<file path="config.mk">
export PLATFORM = sky130hd
export DESIGN_NAME = xml_attribute_line_tokenizer_top
export DESIGN_NICKNAME = d
export VERILOG_FILES = /design/src/xalt_pkg.sv /design/src/xalt_classify.sv /design/src/xml_attribute_line_tokenizer_top.sv
export SDC_FILE = /design/constraint.sdc
export NUM_CORES = 1
export LEC_CHECK = 0
export ABC_AREA = 1
export BUFFER_PORTS_ARGS = -buffer_cell sky130_fd_sc_hd__buf_4
export CORE_MARGIN = 2
export CORE_UTILIZATION = 56
export CTS_BUF_LIST = sky130_fd_sc_hd__clkbuf_4 sky130_fd_sc_hd__clkbuf_8
export DETAILED_ROUTE_END_ITERATION = 10
export GPL_ROUTABILITY_DRIVEN = 0
export GPL_TIMING_DRIVEN = 0
export PLACE_DENSITY_LB_ADDON = 0.15
export SLEW_MARGIN = 20
export SYNTH_ARGS = -nofsm -noshare
export SYNTH_HDL_FRONTEND = slang
export SYNTH_SLANG_ARGS = --single-unit
export TNS_END_PERCENT = 20
</file>
<file path="constraint.sdc">
create_clock -name clk -period 2.2 [get_ports clk]
set_input_delay 0.66 -clock clk [delete_from_list [all_inputs] [get_ports clk]]
set_output_delay 0.66 -clock clk [all_outputs]
set_load 0.02 [all_outputs]
</file>
<file path="src/xalt_pkg.sv">
// Shared codes and types for the XML attribute line tokenizer.
package xalt_pkg;

  // Parser phases.
  localparam logic [2:0] PH_LEAD  = 3'd0;
  localparam logic [2:0] PH_TAG   = 3'd1;
  localparam logic [2:0] PH_GAP   = 3'd2;
  localparam logic [2:0] PH_KEY   = 3'd3;
  localparam logic [2:0] PH_EQ    = 3'd4;
  localparam logic [2:0] PH_VALUE = 3'd5;
  localparam logic [2:0] PH_SLASH = 3'd6;
  localparam logic [2:0] PH_DONE  = 3'd7;

  // Token classes.
  localparam logic [2:0] CL_BLANK = 3'd0;
  localparam logic [2:0] CL_TAG   = 3'd1;
  localparam logic [2:0] CL_KEY   = 3'd2;
  localparam logic [2:0] CL_VALUE = 3'd3;
  localparam logic [2:0] CL_MARK  = 3'd4;
  localparam logic [2:0] CL_AFTER = 3'd5;

  // Line status.
  localparam logic [1:0] ST_PARSING  = 2'd0;
  localparam logic [1:0] ST_ACCEPTED = 2'd1;
  localparam logic [1:0] ST_REJECTED = 2'd2;

  // Characters of the grammar.
  localparam logic [7:0] CH_NUL   = 8'h00;
  localparam logic [7:0] CH_TAB   = 8'h09;
  localparam logic [7:0] CH_SPACE = 8'h20;
  localparam logic [7:0] CH_QUOTE = 8'h22;
  localparam logic [7:0] CH_SLASH = 8'h2F;
  localparam logic [7:0] CH_COLON = 8'h3A;
  localparam logic [7:0] CH_LT    = 8'h3C;
  localparam logic [7:0] CH_EQ    = 8'h3D;
  localparam logic [7:0] CH_GT    = 8'h3E;

  // Decision for one byte, handed from the classifier to the top level.
  typedef struct packed {
    logic [2:0] phase_next;
    logic [1:0] outcome_next;
    logic [2:0] token_class;
    logic       pair_end;
  } xalt_step_t;

endpackage

</file>
<file path="src/xalt_classify.sv">
// Per-byte classifier: next parser phase, outcome and token class for one byte.
module xalt_classify (
  input  logic [2:0]          phase,
  input  logic [1:0]          outcome,
  input  logic [7:0]          char_code,
  input  logic                line_start,
  output xalt_pkg::xalt_step_t step
);

  logic [2:0] cur_phase;
  logic [1:0] cur_outcome;
  logic       is_lower;
  logic       is_digit;
  logic       is_key;
  logic       reject;

  assign cur_phase   = line_start ? xalt_pkg::PH_LEAD : phase;
  assign cur_outcome = line_start ? xalt_pkg::ST_PARSING : outcome;
  assign is_lower    = (char_code >= 8'h61) && (char_code <= 8'h7A);
  assign is_digit    = (char_code >= 8'h30) && (char_code <= 8'h39);
  assign is_key      = is_lower || is_digit;

  always_comb begin
    step.phase_next   = cur_phase;
    step.outcome_next = cur_outcome;
    step.token_class  = xalt_pkg::CL_MARK;
    step.pair_end     = 1'b0;
    reject            = 1'b0;
    unique case (cur_phase)
      xalt_pkg::PH_LEAD: begin
        priority if (char_code == xalt_pkg::CH_SPACE || char_code == xalt_pkg::CH_TAB)
          step.token_class = xalt_pkg::CL_BLANK;
        else if (char_code == xalt_pkg::CH_LT) step.phase_next = xalt_pkg::PH_TAG;
        else reject = 1'b1;
      end
      xalt_pkg::PH_TAG: begin
        priority if (is_lower || char_code == xalt_pkg::CH_COLON)
          step.token_class = xalt_pkg::CL_TAG;
        else if (char_code == xalt_pkg::CH_SPACE) step.phase_next = xalt_pkg::PH_GAP;
        else reject = 1'b1;
      end
      xalt_pkg::PH_GAP: begin
        priority if (char_code == xalt_pkg::CH_SPACE) step.token_class = xalt_pkg::CL_BLANK;
        else if (char_code == xalt_pkg::CH_SLASH) step.phase_next = xalt_pkg::PH_SLASH;
        else if (is_key) begin
          step.token_class = xalt_pkg::CL_KEY;
          step.phase_next  = xalt_pkg::PH_KEY;
        end else reject = 1'b1;
      end
      xalt_pkg::PH_KEY: begin
        priority if (is_key) step.token_class = xalt_pkg::CL_KEY;
        else if (char_code == xalt_pkg::CH_EQ) step.phase_next = xalt_pkg::PH_EQ;
        else reject = 1'b1;
      end
      xalt_pkg::PH_EQ: begin
        if (char_code == xalt_pkg::CH_QUOTE) step.phase_next = xalt_pkg::PH_VALUE;
        else reject = 1'b1;
      end
      xalt_pkg::PH_VALUE: begin
        priority if (char_code == xalt_pkg::CH_QUOTE) begin
          step.pair_end   = 1'b1;
          step.phase_next = xalt_pkg::PH_GAP;
        end else if (char_code == xalt_pkg::CH_NUL) reject = 1'b1;
        else step.token_class = xalt_pkg::CL_VALUE;
      end
      xalt_pkg::PH_SLASH: begin
        if (char_code == xalt_pkg::CH_GT) begin
          step.outcome_next = xalt_pkg::ST_ACCEPTED;
          step.phase_next   = xalt_pkg::PH_DONE;
        end else reject = 1'b1;
      end
      xalt_pkg::PH_DONE: begin
        step.token_class = xalt_pkg::CL_AFTER;
      end
    endcase
    if (reject) begin
      step.outcome_next = xalt_pkg::ST_REJECTED;
      step.phase_next   = xalt_pkg::PH_DONE;
      step.token_class  = xalt_pkg::CL_MARK;
      step.pair_end     = 1'b0;
    end
  end

endmodule

</file>
<file path="src/xml_attribute_line_tokenizer_top.sv">
// Top level of the XML attribute line tokenizer: parser state and result register.

// This block checks one-line self-closing XML elements of the form <tag key="value" ... />,
// one byte per transfer, and returns exactly one result per byte: the byte itself, its
// token class, a pair_end flag on the closing quote of each key-value pair, and the line
// status (parsing, accepted at "/>", or rejected at the first byte that breaks the pattern
// or at NUL). Bytes after the decision are classed "after decision" and repeat the stored
// status. Raise line_start with the first byte of each new line; it restarts the parser
// before that byte is looked at. The classification is a shallow decision on the stored
// phase and the new byte, written straight into the result register, so the block takes
// one byte per cycle for as long as results are drained, and the result is valid in the
// cycle after the input transfer. A new byte is taken in the same cycle that a waiting
// result is taken on the output side.
module xml_attribute_line_tokenizer_top (
  input  logic       clk,
  input  logic       rst,
  input  logic [7:0] char_code,
  input  logic       line_start,
  input  logic       in_valid,
  output logic       in_ready,
  output logic [7:0] char_echo,
  output logic [2:0] token_class,
  output logic       pair_end,
  output logic [1:0] status,
  output logic       out_valid,
  input  logic       out_ready
);

  // Parser state carried from byte to byte.
  logic [2:0] phase;
  logic [1:0] outcome;

  logic                 in_fire;
  xalt_pkg::xalt_step_t step;

  // The result register may be refilled when it is empty or drained in this cycle.
  assign in_ready = !out_valid || out_ready;
  assign in_fire  = in_valid && in_ready;

  xalt_classify u_classify (
    .phase      (phase),
    .outcome    (outcome),
    .char_code  (char_code),
    .line_start (line_start),
    .step       (step)
  );

  // Phase and outcome advance only on an input transfer.
  always_ff @(posedge clk) begin
    if (rst) begin
      phase   <= xalt_pkg::PH_LEAD;
      outcome <= xalt_pkg::ST_PARSING;
    end else if (in_fire) begin
      phase   <= step.phase_next;
      outcome <= step.outcome_next;
    end
  end

  // Result register: valid flag is control, the payload loads on every transfer.
  always_ff @(posedge clk) begin
    if (rst) begin
      out_valid <= 1'b0;
    end else if (in_fire) begin
      out_valid <= 1'b1;
    end else if (out_ready) begin
      out_valid <= 1'b0;
    end
  end

  always_ff @(posedge clk) begin
    if (in_fire) begin
      char_echo   <= char_code;
      token_class <= step.token_class;
      pair_end    <= step.pair_end;
      status      <= step.outcome_next;
    end
  end

  // A pair only ends on a closing quote, which is a syntax mark.
  assert property (@(posedge clk) disable iff (rst)
    out_valid && pair_end |-> token_class == xalt_pkg::CL_MARK && char_echo == xalt_pkg::CH_QUOTE)
    else $error("pair_end on a byte that is not a closing quote");

  // Bytes after the decision always report a decided line.
  assert property (@(posedge clk) disable iff (rst)
    out_valid && token_class == xalt_pkg::CL_AFTER |-> status != xalt_pkg::ST_PARSING)
    else $error("after-decision byte reports a line still parsing");

  // Once decided, a byte without line_start is classed after decision.
  assert property (@(posedge clk) disable iff (rst)
    in_fire && !line_start && phase == xalt_pkg::PH_DONE |=> token_class == xalt_pkg::CL_AFTER)
    else $error("byte after decision not classed as such");

  // The done phase and a decided outcome go together.
  assert property (@(posedge clk) disable iff (rst)
    (phase == xalt_pkg::PH_DONE) == (outcome != xalt_pkg::ST_PARSING))
    else $error("parser phase and outcome disagree");

endmodule
</file>
==> reports/qor.csv <==
stage,metric,value,unit
outcome,status,finished clean,
global_routing,first_global_vias,1148,
pwr,power_frac_seq,53.1,%
logic_synthesis,synth_cell_types,23,
clocking,cts_root_buffer,clkbuf_4,
pwr,p_per_area,536,mW/mm^2
clocking,clk_latency,0.30,ns
timing,setup_tns,0,ns
critical_path,start_kind,input pin,
floorplanning,die_x,52.3,um
logic_synthesis,syn_nets,193,
clocking,clock-sinks,20,
routing,drtIter0Drc,72,
logic_synthesis,ys_seq_area_share,41.3,%
critical_path,cp.arrival,2.08,ns
routing,dr.pass1.iters,5,
layout,diodes,0,
logic_synthesis,ys_seq_elements,20,
layout,drive_above_1_share,25.5,%
timing,slew_headroom,55.7,%
critical_path,critPathMaxFanout,22,
critical_path,critical_path_class,input pin to flip-flop,
pwr,p_leak,0.000753,uW
clocking,cts_made_buffers,3,
clocking,htree_levels,1,
clocking,tritoncts,done,
timing,fmaxAchievable,537,MHz
floorplanning,rows,17,
global_routing,gr-usage-all-layers,24.8,%
routing,via_count,1285,
layout,design_area,0.00158,sq mm
worst_hold_path,hold_class,input pin to flip-flop,
layout,final_util,71.4,%
logic_synthesis,syn_area,0.00131,sq mm
clocking,cts_setup_buffers,0,
pwr,pwr-share-clk,21.2,%
timing,rsz0062_at_grt,no,
clocking,clk_pin_slew,0.11,ns
floorplanning,core_area,0.00221,sq mm
routing,drc,0,
layout,syn2layout_area_growth,20.7,%
timing,setup_viol,0,
routing,ant_nets,0,
floorplanning,dieHeight,52.3,um
clocking,ctsHoldBuffers,0,
timing,finClkSkew,0.00383,ns
critical_path,crit_path_end_kind,flip-flop,
pwr,power_frac_comb,25.7,%
logic_synthesis,synth_cells,180,
pwr,total_power,847,uW
place,io_buffers,28,
routing,wl_per_cell,12.5,um
timing,fin_crit_sh,84.7,%
critical_path,crit_start,out_ready,
worst_hold_path,hp-start,rst,
global_routing,grt_first_pass_wirelength,4.91,mm
place,hpwl,2.35,mm
critical_path,crit_required,2.42,ns
timing,drv_slew,0,
critical_path,rr_startpoint,out_valid,
global_routing,grt_overflow,0,
pwr,ir_drop,0.366,mV
floorplanning,initial_utilization,59.2,%
flow_run,max_cap_viol_count,0,
logic_synthesis,yosysWarnings,0,
logic_synthesis,syn_area_per_cell,7.27,sq um
timing,min_period,1.86,ns
global_routing,antenna_found_initial,0,
global_routing,grt_max_degree,23,
place,post_dp_cell_area,0.00155,sq mm
floorplanning,pin_count,29,
pwr,power.switching,266,uW
routing,via_per_inst,5.35,
pwr,power_switching_share,31.4,%
clocking,cts_buffer_depth,2,
floorplanning,dieArea,0.00274,sq mm
layout,final_nets,226,
timing,worst_pin_slew,0.663,ns
timing,timing_hold_violations_final,0,
clocking,cts_resized,0,
pwr,p_int,581,uW
routing,routed_wl,3.01,mm
==> metal layers <==
metal	vias to the layer above	global-route usage [%]	part of all wire [%]
met5	-	0	0
met4	0	11.5	2.7
met3	9	4.00	7.3
met2	58	40.2	49
met1	570	32.1	41
li1	648	-	-
==> stage by stage <==
stage	hold slack (ns)	setup slack, ns	std cells
after floorplan	0.521	0.346	180
after global placement	0.517	0.0505	236
after detailed placement	0.557	-0.00277	236
after CTS	0.553	0.328	240
after global routing	0.546	0.200	240
final	0.546	0.337	240
==> registers in the layout (all words and copies together), names as in the netlist <==
| register | count |
|---|---|
| status | 2 |
| token_class | 3 |
| outcome | 2 |
| pair_end | 1 |
| char_echo | 8 |
| phase | 3 |
| out_valid | 1 |
==> power by group through the flow <==
stage	registers, uW	clock network (uW)	logic [uW]
5_1_grt	453	198	241
4_1_cts	449	183	216
3_5_place_dp	457	0	216
6_report	450	180	217
2_1_floorplan	478	0	115
3_3_place_gp	455	0	209
==> cell usage after synthesis (all sizes together) <==
master / number / share of area, %
a211oi: 1 / 0.57
a21boi: 1 / 0.57
a21oi: 6 / 3.4
dfxtp: 6 / 9.2
edfxtp: 14 / 32
inv: 27 / 7.7
nand2: 53 / 16
nand3: 20 / 8.8
nand3b: 3 / 2.0
nand4: 6 / 2.9
nor2: 35 / 13
nor3: 1 / 0.38
o21ai: 6 / 2.6
or2: 1 / 0.48
==> final cells by class <==
class	count	area, sq um
fill	206	632
timing repair buffer	28	210
inverter	27	101
clock inverter	1	3.75
clock buffer	3	22.5
tap	28	35.0
multi-input combinational	133	667
sequential	20	541
==> logic make-up after synthesis <==
group,synth area share (%)
AOI/OAI and AO/OA,7.17
buffers and inverters,7.74
DFF,41.3
and+or+nand+nor,43.8
==> worst max-delay path, cell delays in order <==
cell and delay, ns:
buf_4 0.08, inv_1 0.06, a21oi_4 0.55, inv_1 0.17, nor2_1 0.13, nand2_1 0.05, a21oi_1 0.12, nand2_1 0.09
o21ai_2 0.13, inv_1 0.04
==> layout by cell type, fill, tap and decap left out, types with 5 or more instances in the layout <==
cell type and n:
dfxtp_1 6, nand2_2 6, nand4_1 6, o21ai_0 5, buf_4 28, nor2_1 28, edfxtp_1 14, nand2_1 47
inv_1 25, nand3_1 17
==> final timing paths <==
kind | to | slack [ns] | cells past startpoint
max | phase[2] | 0.34 | 10
min | out_valid | 0.55 | 2
max reg2reg | phase[2] | 0.44 | 8
min reg2reg | out_valid | 0.56 | 2
Power figures use the tool's default switching activity.
